[src/hdl/keyword_token_lexer_macros.svh]
// Assertion macros for the keyword token lexer.
// Used by the top level; expects clk_i and rst_ni in scope.
`ifndef KEYWORD_TOKEN_LEXER_MACROS_SVH
`define KEYWORD_TOKEN_LEXER_MACROS_SVH

// same-cycle implication
`define KTL_ASSERT_NOW(lbl, ante, cons, msg) \
  lbl: assert property (@(posedge clk_i) disable iff (!rst_ni) (ante) |-> (cons)) \
    else $error(msg);

// next-cycle implication
`define KTL_ASSERT_NEXT(lbl, ante, cons, msg) \
  lbl: assert property (@(posedge clk_i) disable iff (!rst_ni) (ante) |=> (cons)) \
    else $error(msg);

`endif

[src/hdl/klt_pkg.sv]
// Shared types and constants for the keyword token lexer.
// No dependencies; imported by every module of the block.
package klt_pkg;

  typedef enum logic [3:0] {
    KIND_IDENT  = 4'd0,
    KIND_DEF    = 4'd1,
    KIND_EXTERN = 4'd2,
    KIND_NUMBER = 4'd3,
    KIND_LPAREN = 4'd4,
    KIND_RPAREN = 4'd5,
    KIND_PLUS   = 4'd6,
    KIND_MINUS  = 4'd7,
    KIND_STAR   = 4'd8,
    KIND_COMMA  = 4'd9,
    KIND_DOT    = 4'd10,
    KIND_EOF    = 4'd11,
    KIND_ERROR  = 4'd12
  } token_kind_e;

  typedef enum logic [2:0] {
    CLS_SPACE = 3'd0,
    CLS_ALPHA = 3'd1,
    CLS_DIGIT = 3'd2,
    CLS_PUNCT = 3'd3,
    CLS_BAD   = 3'd4
  } char_class_e;

  // classified request handed from front to back
  typedef struct packed {
    logic        command;
    logic [7:0]  source_byte;
    char_class_e cls;
    token_kind_e punct_kind;
  } front_item_t;

  typedef struct packed {
    token_kind_e kind;
    logic [31:0] start;
    logic [15:0] len;
    logic [7:0]  bad;
    logic        last;
  } result_t;

  // zero, one or two results written together, first is older
  typedef struct packed {
    logic [1:0] count;
    result_t    first;
    result_t    second;
  } result_wr_t;

  localparam logic       CMD_END       = 1'b1;
  localparam int unsigned IN_DEPTH_DEF  = 4;
  localparam int unsigned OUT_DEPTH_DEF = 4;

endpackage

[src/hdl/klt_front.sv]
// Front end: classifies each incoming byte and queues it for the scanner.
// Depends on klt_pkg; IN_DEPTH is a power of two, at least 2.
module klt_front
  import klt_pkg::*;
#(
  parameter int unsigned IN_DEPTH = IN_DEPTH_DEF
) (
  input  logic        clk_i,
  input  logic        rst_ni,
  input  logic        push,
  output logic        full,
  input  logic        command_i,
  input  logic [7:0]  source_byte_i,
  output logic        head_valid_o,
  output front_item_t head_o,
  input  logic        head_pop_i
);

  localparam int unsigned PW = $clog2(IN_DEPTH);
  localparam int unsigned CW = $clog2(IN_DEPTH + 1);
  localparam logic [CW-1:0] DEPTH_C = CW'(IN_DEPTH);

  front_item_t       mem [IN_DEPTH];
  front_item_t       item;
  logic [PW-1:0]     wptr_q, wptr_d, rptr_q, rptr_d;
  logic [CW-1:0]     count_q, count_d;
  logic              wr_en, rd_en;

  always_comb begin
    item.command     = command_i;
    item.source_byte = source_byte_i;
    item.punct_kind  = KIND_ERROR;
    item.cls         = CLS_BAD;
    unique case (source_byte_i)
      8'h28: item.punct_kind = KIND_LPAREN;
      8'h29: item.punct_kind = KIND_RPAREN;
      8'h2B: item.punct_kind = KIND_PLUS;
      8'h2D: item.punct_kind = KIND_MINUS;
      8'h2A: item.punct_kind = KIND_STAR;
      8'h2C: item.punct_kind = KIND_COMMA;
      8'h2E: item.punct_kind = KIND_DOT;
      default: item.punct_kind = KIND_ERROR;
    endcase
    priority if (source_byte_i == 8'h20 ||
                 (source_byte_i >= 8'h09 && source_byte_i <= 8'h0D)) begin
      item.cls = CLS_SPACE;
    end else if ((source_byte_i >= 8'h41 && source_byte_i <= 8'h5A) ||
                 (source_byte_i >= 8'h61 && source_byte_i <= 8'h7A)) begin
      item.cls = CLS_ALPHA;
    end else if (source_byte_i >= 8'h30 && source_byte_i <= 8'h39) begin
      item.cls = CLS_DIGIT;
    end else if (item.punct_kind != KIND_ERROR) begin
      item.cls = CLS_PUNCT;
    end else begin
      item.cls = CLS_BAD;
    end
  end

  assign full         = (count_q == DEPTH_C);
  assign head_valid_o = (count_q != '0);
  assign head_o       = mem[rptr_q];
  assign wr_en        = push && !full;
  assign rd_en        = head_pop_i && head_valid_o;

  always_comb begin
    wptr_d  = wr_en ? wptr_q + PW'(1) : wptr_q;
    rptr_d  = rd_en ? rptr_q + PW'(1) : rptr_q;
    count_d = count_q + CW'(wr_en) - CW'(rd_en);
  end

  always_ff @(posedge clk_i or negedge rst_ni) begin
    if (!rst_ni) begin
      wptr_q  <= '0;
      rptr_q  <= '0;
      count_q <= '0;
    end else begin
      wptr_q  <= wptr_d;
      rptr_q  <= rptr_d;
      count_q <= count_d;
    end
  end

  always_ff @(posedge clk_i) begin
    if (wr_en) begin
      mem[wptr_q] <= item;
    end
  end

endmodule

[src/hdl/klt_back.sv]
// Back end: token scanner state machine, one queued request per cycle while
// the result queue has room. Depends on klt_pkg; writes up to two results per request.
module klt_back
  import klt_pkg::*;
(
  input  logic        clk_i,
  input  logic        rst_ni,
  input  logic        head_valid_i,
  input  front_item_t head_i,
  output logic        head_pop_o,
  input  logic        out_space_i,
  output result_wr_t  res_wr_o
);

  localparam logic [1:0] MODE_IDLE   = 2'd0;
  localparam logic [1:0] MODE_IDENT  = 2'd1;
  localparam logic [1:0] MODE_NUMBER = 2'd2;
  localparam logic [1:0] MODE_ERROR  = 2'd3;

  localparam logic [15:0] LEN_MAX = 16'hFFFF;
  localparam logic [7:0]  CH_D = 8'h64;
  localparam logic [7:0]  CH_E = 8'h65;
  localparam logic [7:0]  CH_F = 8'h66;
  localparam logic [7:0]  CH_X = 8'h78;
  localparam logic [7:0]  CH_T = 8'h74;
  localparam logic [7:0]  CH_R = 8'h72;
  localparam logic [7:0]  CH_N = 8'h6E;

  function automatic logic [7:0] def_char(input logic [1:0] idx);
    unique case (idx)
      2'd0:    def_char = CH_D;
      2'd1:    def_char = CH_E;
      default: def_char = CH_F;
    endcase
  endfunction

  function automatic logic [7:0] ext_char(input logic [2:0] idx);
    unique case (idx)
      3'd0:    ext_char = CH_E;
      3'd1:    ext_char = CH_X;
      3'd2:    ext_char = CH_T;
      3'd3:    ext_char = CH_E;
      3'd4:    ext_char = CH_R;
      default: ext_char = CH_N;
    endcase
  endfunction

  logic [1:0]  mode_q, mode_d;
  logic [31:0] start_q, start_d;
  logic [15:0] cnt_q, cnt_d;
  logic        def_q, def_d, ext_q, ext_d;
  logic [31:0] pos_q, pos_d;
  logic [7:0]  bad_q, bad_d;

  logic        fire;
  logic        flush_v, emit_v;
  result_t     flush_r, emit_r;
  token_kind_e flush_kind;
  logic [15:0] cnt_inc;
  logic        in_token;
  logic [7:0]  b;

  assign fire       = head_valid_i && out_space_i;
  assign head_pop_o = fire;
  assign b          = head_i.source_byte;
  assign in_token   = (mode_q == MODE_IDENT) || (mode_q == MODE_NUMBER);
  assign cnt_inc    = (cnt_q == LEN_MAX) ? cnt_q : cnt_q + 16'd1;

  always_comb begin
    priority if (mode_q != MODE_IDENT) begin
      flush_kind = KIND_NUMBER;
    end else if (def_q && cnt_q == 16'd3) begin
      flush_kind = KIND_DEF;
    end else if (ext_q && cnt_q == 16'd6) begin
      flush_kind = KIND_EXTERN;
    end else begin
      flush_kind = KIND_IDENT;
    end
  end

  always_comb begin
    mode_d  = mode_q;
    start_d = start_q;
    cnt_d   = cnt_q;
    def_d   = def_q;
    ext_d   = ext_q;
    pos_d   = pos_q;
    bad_d   = bad_q;
    flush_v = 1'b0;
    emit_v  = 1'b0;
    flush_r = '{kind: flush_kind, start: start_q, len: cnt_q, bad: 8'd0, last: 1'b0};
    emit_r  = '{kind: KIND_EOF, start: pos_q, len: 16'd0, bad: 8'd0, last: 1'b1};
    if (fire) begin
      if (head_i.command == CMD_END) begin
        if (mode_q == MODE_ERROR) begin
          // sticky error replaces eof
          emit_v = 1'b1;
          emit_r = '{kind: KIND_ERROR, start: start_q, len: 16'd1, bad: bad_q, last: 1'b1};
        end else begin
          flush_v = in_token;
          emit_v  = 1'b1;
        end
        mode_d  = MODE_IDLE;
        start_d = '0;
        cnt_d   = '0;
        def_d   = 1'b1;
        ext_d   = 1'b1;
        pos_d   = '0;
        bad_d   = '0;
      end else begin
        pos_d = pos_q + 32'd1;
        priority if (mode_q == MODE_ERROR) begin
          mode_d = MODE_ERROR;
        end else if (mode_q == MODE_IDENT &&
                     (head_i.cls == CLS_ALPHA || head_i.cls == CLS_DIGIT)) begin
          def_d = def_q && (cnt_q < 16'd3) && (b == def_char(cnt_q[1:0]));
          ext_d = ext_q && (cnt_q < 16'd6) && (b == ext_char(cnt_q[2:0]));
          cnt_d = cnt_inc;
        end else if (mode_q == MODE_NUMBER && head_i.cls == CLS_DIGIT) begin
          cnt_d = cnt_inc;
        end else begin
          // byte ends any pending token, then is scanned from idle
          flush_v = in_token;
          mode_d  = MODE_IDLE;
          unique case (head_i.cls)
            CLS_SPACE: begin
              mode_d = MODE_IDLE;
            end
            CLS_ALPHA, CLS_DIGIT: begin
              mode_d  = (head_i.cls == CLS_ALPHA) ? MODE_IDENT : MODE_NUMBER;
              start_d = pos_q;
              cnt_d   = 16'd1;
              def_d   = (b == CH_D);
              ext_d   = (b == CH_E);
            end
            CLS_PUNCT: begin
              emit_v = 1'b1;
              emit_r = '{kind: head_i.punct_kind, start: pos_q, len: 16'd1, bad: 8'd0,
                         last: 1'b1};
            end
            default: begin
              mode_d  = MODE_ERROR;
              bad_d   = b;
              start_d = pos_q;
              emit_v  = 1'b1;
              emit_r  = '{kind: KIND_ERROR, start: pos_q, len: 16'd1, bad: b, last: 1'b1};
            end
          endcase
        end
      end
    end
  end

  always_comb begin
    res_wr_o.count  = {1'b0, flush_v} + {1'b0, emit_v};
    res_wr_o.first  = flush_v ? flush_r : emit_r;
    res_wr_o.first.last = !(flush_v && emit_v);
    res_wr_o.second = emit_r;
  end

  always_ff @(posedge clk_i or negedge rst_ni) begin
    if (!rst_ni) begin
      mode_q  <= MODE_IDLE;
      start_q <= '0;
      cnt_q   <= '0;
      def_q   <= 1'b1;
      ext_q   <= 1'b1;
      pos_q   <= '0;
      bad_q   <= '0;
    end else begin
      mode_q  <= mode_d;
      start_q <= start_d;
      cnt_q   <= cnt_d;
      def_q   <= def_d;
      ext_q   <= ext_d;
      pos_q   <= pos_d;
      bad_q   <= bad_d;
    end
  end

endmodule

[src/hdl/klt_out_fifo.sv]
// Result queue: takes up to two results per cycle, hands out one.
// Depends on klt_pkg; OUT_DEPTH is a power of two, at least 4.
module klt_out_fifo
  import klt_pkg::*;
#(
  parameter int unsigned OUT_DEPTH = OUT_DEPTH_DEF
) (
  input  logic       clk_i,
  input  logic       rst_ni,
  input  result_wr_t wr_i,
  output logic       space_o,
  output logic       empty,
  input  logic       pop,
  output result_t    head_o
);

  localparam int unsigned PW = $clog2(OUT_DEPTH);
  localparam int unsigned CW = $clog2(OUT_DEPTH + 1);
  localparam logic [CW-1:0] ROOM_C = CW'(OUT_DEPTH - 2);

  result_t       mem [OUT_DEPTH];
  logic [PW-1:0] wptr_q, wptr_d, rptr_q, rptr_d, wptr_p1;
  logic [CW-1:0] count_q, count_d;
  logic          rd_en;

  assign empty   = (count_q == '0);
  assign space_o = (count_q <= ROOM_C);
  assign head_o  = mem[rptr_q];
  assign rd_en   = pop && !empty;
  assign wptr_p1 = wptr_q + PW'(1);

  always_comb begin
    wptr_d  = wptr_q + PW'(wr_i.count);
    rptr_d  = rd_en ? rptr_q + PW'(1) : rptr_q;
    count_d = count_q + CW'(wr_i.count) - CW'(rd_en);
  end

  always_ff @(posedge clk_i or negedge rst_ni) begin
    if (!rst_ni) begin
      wptr_q  <= '0;
      rptr_q  <= '0;
      count_q <= '0;
    end else begin
      wptr_q  <= wptr_d;
      rptr_q  <= rptr_d;
      count_q <= count_d;
    end
  end

  always_ff @(posedge clk_i) begin
    if (wr_i.count != 2'd0) begin
      mem[wptr_q] <= wr_i.first;
    end
    if (wr_i.count == 2'd2) begin
      mem[wptr_p1] <= wr_i.second;
    end
  end

endmodule

[src/hdl/keyword_token_lexer.sv]
// Keyword token lexer top level: front classifier, scanner, result queue.
// Depends on klt_pkg, klt_front, klt_back, klt_out_fifo and the macros header.
//
//   channel  | handshake      | payload
//   ---------+----------------+--------------------------------------------------
//   input    | push / full    | command_i, source_byte_i
//   result   | pop / empty    | token_kind_o, start_offset_o, token_length_o,
//            |                | bad_byte_o, last_of_run_o
//
// One request per cycle enters the input queue and the scanner retires one per
// cycle; a request gives at most two results, written to the result queue at once.
// The scanner stalls while the result queue has fewer than two free slots; the
// input queue fills behind it.
// Reset clears both queues and returns the scanner to idle at offset zero.
`include "keyword_token_lexer_macros.svh"

module keyword_token_lexer
  import klt_pkg::*;
#(
  parameter int unsigned IN_DEPTH  = IN_DEPTH_DEF,
  parameter int unsigned OUT_DEPTH = OUT_DEPTH_DEF
) (
  input  logic        clk_i,
  input  logic        rst_ni,
  input  logic        push,
  output logic        full,
  input  logic        command_i,
  input  logic [7:0]  source_byte_i,
  output logic        empty,
  input  logic        pop,
  output logic [3:0]  token_kind_o,
  output logic [31:0] start_offset_o,
  output logic [15:0] token_length_o,
  output logic [7:0]  bad_byte_o,
  output logic        last_of_run_o
);

  front_item_t head;
  logic        head_valid;
  logic        head_pop;
  logic        out_space;
  result_wr_t  res_wr;
  result_t     res_head;

  klt_front #(
    .IN_DEPTH(IN_DEPTH)
  ) u_front (
    .clk_i        (clk_i),
    .rst_ni       (rst_ni),
    .push         (push),
    .full         (full),
    .command_i    (command_i),
    .source_byte_i(source_byte_i),
    .head_valid_o (head_valid),
    .head_o       (head),
    .head_pop_i   (head_pop)
  );

  klt_back u_back (
    .clk_i       (clk_i),
    .rst_ni      (rst_ni),
    .head_valid_i(head_valid),
    .head_i      (head),
    .head_pop_o  (head_pop),
    .out_space_i (out_space),
    .res_wr_o    (res_wr)
  );

  klt_out_fifo #(
    .OUT_DEPTH(OUT_DEPTH)
  ) u_out (
    .clk_i  (clk_i),
    .rst_ni (rst_ni),
    .wr_i   (res_wr),
    .space_o(out_space),
    .empty  (empty),
    .pop    (pop),
    .head_o (res_head)
  );

  assign token_kind_o   = res_head.kind;
  assign start_offset_o = res_head.start;
  assign token_length_o = res_head.len;
  assign bad_byte_o     = res_head.bad;
  assign last_of_run_o  = res_head.last;

  `KTL_ASSERT_NOW(a_eof_shape, !empty && token_kind_o == KIND_EOF, token_length_o == 16'd0 && bad_byte_o == 8'd0, "eof result with nonzero length or bad byte")
  `KTL_ASSERT_NOW(a_bad_only_err, !empty && token_kind_o != KIND_ERROR, bad_byte_o == 8'd0, "bad byte set on a non-error result")
  `KTL_ASSERT_NOW(a_wr_has_room, res_wr.count != 2'd0, out_space, "result written without queue room")
  `KTL_ASSERT_NEXT(a_run_pair, pop && !empty && !last_of_run_o, !empty, "second result of a pair missing")

endmodule
[config.mk]
export PLATFORM = sky130hd
export DESIGN_NAME = keyword_token_lexer
export DESIGN_NICKNAME = d
export VERILOG_FILES = /design/src/hdl/klt_pkg.sv /design/src/hdl/klt_front.sv /design/src/hdl/klt_back.sv /design/src/hdl/klt_out_fifo.sv /design/src/hdl/keyword_token_lexer.sv
export VERILOG_INCLUDE_DIRS = /design/src /design/src/hdl
export SDC_FILE = /design/constraint.sdc
export NUM_CORES = 1
export LEC_CHECK = 0
export ABC_AREA = 1
export ABC_CLOCK_PERIOD_IN_PS = 7750
export BUFFER_PORTS_ARGS = -buffer_cell sky130_fd_sc_hd__buf_2
export CORE_MARGIN = 2
export CORE_UTILIZATION = 55
export CTS_CLUSTER_SIZE = 10
export DETAILED_ROUTE_END_ITERATION = 8
export GPL_TIMING_DRIVEN = 0
export PLACE_DENSITY = 0.72
export SLEW_MARGIN = 20
export SYNTH_ARGS = -nofsm -noshare
export SYNTH_HDL_FRONTEND = slang
export SYNTH_HIERARCHICAL = 1
export SYNTH_SLANG_ARGS = --single-unit
[constraint.sdc]
create_clock -name clk_i -period 7.75 [get_ports clk_i]
set_input_delay 1.1625 -clock clk_i [delete_from_list [all_inputs] [get_ports clk_i]]
set_output_delay 1.1625 -clock clk_i [all_outputs]
set_load 0.02 [all_outputs]
==> metrics.md <==
| Metric | Value |
|---|---|
| Status | finished, final reports clean |
| Layout Skew | about 15 ps |
| Boundary Pins | between 70 and 80 |
| Clock Sinks | ~410 |
| Filler cell count | 3474 |
| Peak supply drop | ~0.24 mV |
| Pin count of the biggest net entering global routing | just under 70 |
| Most frequent cells in the layout | 1027 x nand2_1, 308 x edfxtp_1, 282 x nand3_1 |
| Worst r2r src | u_front/rptr_q[0]$_DFFE_PN0P_ |
| Reg clk slew, reported paths | approximately 60 ps |
| Critical path type | register to register |
| Nets | 3066 |
| Crit path time final | between 5000 and 6000 ps |
| Reg2reg end | u_out/mem[1][29]$_DFFE_PP_ |
| Post-route ant nets | 0 |
| Worst Path Max Fanout | 40 |
| Max-Cap Viols | 0 |
| Routed vias | approximately 20000 |
| H-tree depth | 2 |
| Share of post-route cells with drive strength above 1 | between 10 and 15% |
| Post-route setup TNS | 0 ps |
| First-pass GRT wire length | between 100000 and 150000 um |
| Total grt overflow | 0 |
| CTS Buffer Depth | 3 |
| Final period utilization | around two thirds |
| Grt met1 use | roughly 43% |
| Tightest Hold Check Type | register to register |
| Mapped Area | 22900 sq um |
| Slew margin rel. | between 40% and 50% |
| Post-synthesis cell count | about 2900 |
| R2r worst-path depth | 17 |
| Seq cells post-synth | 414 |
| Vias in the first global route | approximately 20000 |
| Setup crit end | u_out/mem[1][29]$_DFFE_PP_ |
| Wire per inst | ~20 um |
| Worst Setup End Kind | register |
| Slew Limit Fails | 0 |
| Die area | roughly 43000 sq um |
| Met3 Use GR | under 10% |
| # rows | between 70 and 80 |
| Placed instance area | roughly 24000 sq um |
| Post-synthesis async set-or-reset flop share | between 20% and 30% |
| Area occupied by multi-input gates | about 9000 sq um |
| CTS tree | yes |
| Avg Inst Size Synth | around 7.9 sq um |
| Post-synth EDFFs | between 300 and 400 |
| Via density | about 5.7 |
| P per Cell Area | approximately 440 nW/um^2 |
| Register area | around 12000 sq um |
| Initial antenna violation count | 0 |
| LEAKAGE | between 0.01 and 0.015 uW |
| Commonest non-fill, non-tap cell in the layout | nand2_1 |
| First-pass DRT Iterations | 6 |
| Worst setup path start | u_front/rptr_q[0]$_DFFE_PN0P_ |
| Final WL | around 70000 um |
| Finished Cell Area | 25700 sq um |
| CP required | ~8000 ps |
| Peak-usage layer in the global routing report | met2 |
| Ant diodes | 0 |
| Setup bufs post-CTS | 0 |
| Fin. Hold Viols | 0 |
| R2R Setup Slk | 2510 ps |
| Area delta synth->final | 12.3% |
| DR iter-0 viols | roughly 2300 |
| Maximum clock frequency | around 0.19 GHz |
| Residual DRC count | 0 |
| WP data arrival | between 5000 and 6000 ps |
| Ys Warns | 6 |
| PortBufs | 75 |
| Hold_ws | 466 ps |
| CTS Root Cell | clkbuf_16 |
| Post-CTS sizing | 0 |
| Post-DP HPWL | roughly 49000 um |
| Startpoint types | register |
| Synth cell types | 46 |
| Placer Congestion | 0.964 |
| Top_reg_cell synth | edfxtp_1 |
| Number of setup violations in the final report | 0 |
| Met2 usage | around 53% |
| # hold bufs at CTS | 0 |
| Num CTS Buffers | 49 |
| Worst slew pin tran | between 800 and 900 ps |
| Die H | roughly 210 um |
| Die Wd | roughly 210 um |
| Initial core utilization | between 50% and 60% |
| Unrepaired setup endpoints after global routing | false |
| Sequential element share of the synthesized area | 52.0% |
| CORE AREA | 40900 sq um |
| Global Route Usage Sum | about a third |
| Clk_lat worst skew | approximately 600 ps |
[cell families (layout without fill, tap and decap cells)]
group           Yosys count  after routing  share of synthesized area [%]
other cells               2             16                         0.0328
buf+inv                 407            583                           8.12
flops                   414            414                           52.0
simple gates           1657           1657                           29.6
xor+xnor                 10             10                          0.383
compound gates          367            367                           8.44
fa+ha+maj                23             23                           1.32
mux                       1              1                         0.0492
[worst min-delay path by stage]
stage	slack, ps	cells after the start	to	startpoint
final	470	2	u_back/ext_q$_DFFE_PN1P_	u_back/ext_q$_DFFE_PN1P_
after global routing	470	2	u_back/ext_q$_DFFE_PN1P_	u_back/ext_q$_DFFE_PN1P_
after CTS	470	2	u_back/ext_q$_DFFE_PN1P_	u_back/ext_q$_DFFE_PN1P_
after detailed placement	460	2	u_back/ext_q$_DFFE_PN1P_	u_back/ext_q$_DFFE_PN1P_
after global placement	460	2	u_back/ext_q$_DFFE_PN1P_	u_back/ext_q$_DFFE_PN1P_
after floorplan	440	2	u_back/ext_q$_DFFE_PN1P_	u_back/ext_q$_DFFE_PN1P_
[metal layers]
layer | vias to the layer above | wire length (um)
li1 | 9690 | -
met1 | 9574 | 28100
met4 | 0 | 3030
met5 | - | 0
met3 | 189 | 6470
met2 | 1056 | 33300
[flip-flops by register name, summed over array words and instances, names as in the netlist]
name and count:
u_back/pos_q 32, u_back/start_q 32, u_front/wptr_q 2, u_back/def_q 1
u_out/count_q 3, u_back/mode_q 2, u_out/rptr_q 2, u_back/cnt_q 16
u_front/count_q 3, u_back/ext_q 1, u_out/wptr_q 2, u_out/mem 244
u_back/bad_q 8, u_front/mem 64, u_front/rptr_q 2
[cell type report]
type | instances | share of cell area, %
multi-input combinational | 2074 | 35.8
clock inverter | 3 | 0.0730
clock buffer | 89 | 5.76
tap | 532 | 2.59
buffer | 168 | 3.74
inverter | 239 | 3.49
timing repair buffer | 84 | 2.18
sequential | 414 | 46.3
[through the flow]
stage               cells  worst slack [ps]  utilization (%)  power [uW]
CTS                  3603              2640             62.8       11300
global placement     3502               807             58.6        8910
detailed placement   3511              2680             59.1        9070
floorplan            2895              3280                -        7090
finish               3603              2510             62.8       11300
global route         3603              2330             62.8       11900
[cells in the mapped netlist (all sizes together) (2+ instances only)]
cell type | n | area, sq um
a211oi | 2 | 15.0
a21oi | 35 | 186
a31oi | 2 | 12.5
and3 | 2 | 12.5
buf | 123 | 790
clkbuf | 45 | 171
clkinv | 2 | 7.51
conb | 2 | 7.51
dfrtp | 104 | 2600
dfstp | 2 | 52.6
edfxtp | 308 | 9250
fa | 2 | 40.0
ha | 21 | 263
inv | 237 | 890
nand2 | 1038 | 3920
nand3 | 282 | 1410
nand4 | 19 | 125
nor2 | 292 | 1180
nor3 | 22 | 110
o21a | 2 | 15.0
o21ai | 303 | 1550
o22ai | 18 | 113
or2 | 2 | 12.5
xnor2 | 3 | 26.3
xor2 | 7 | 61.3
[power by group]
part           internal [uW]  total [uW]  switching [uW]
logic                   1420        5510            4090
registers               3400        3620             215
clock network           1280        2180             907
total                   6100       11300            5210
[critical path, stage by stage, from the launching register on]
cell	delay, ps
dfrtp_1	470
inv_2	130
clkbuf_1	440
nor2_1	80
o22ai_1	710
inv_2	130
nor2_4	150
inv_2	150
or2_1	300
nand2_4	190
ha_1	310
inv_2	100
nand2_1	80
inv_2	130
nand2_1	400
buf_2	390
nand2_4	360
buf_16	290
Note: power is estimated with default switching activity, not from simulation.
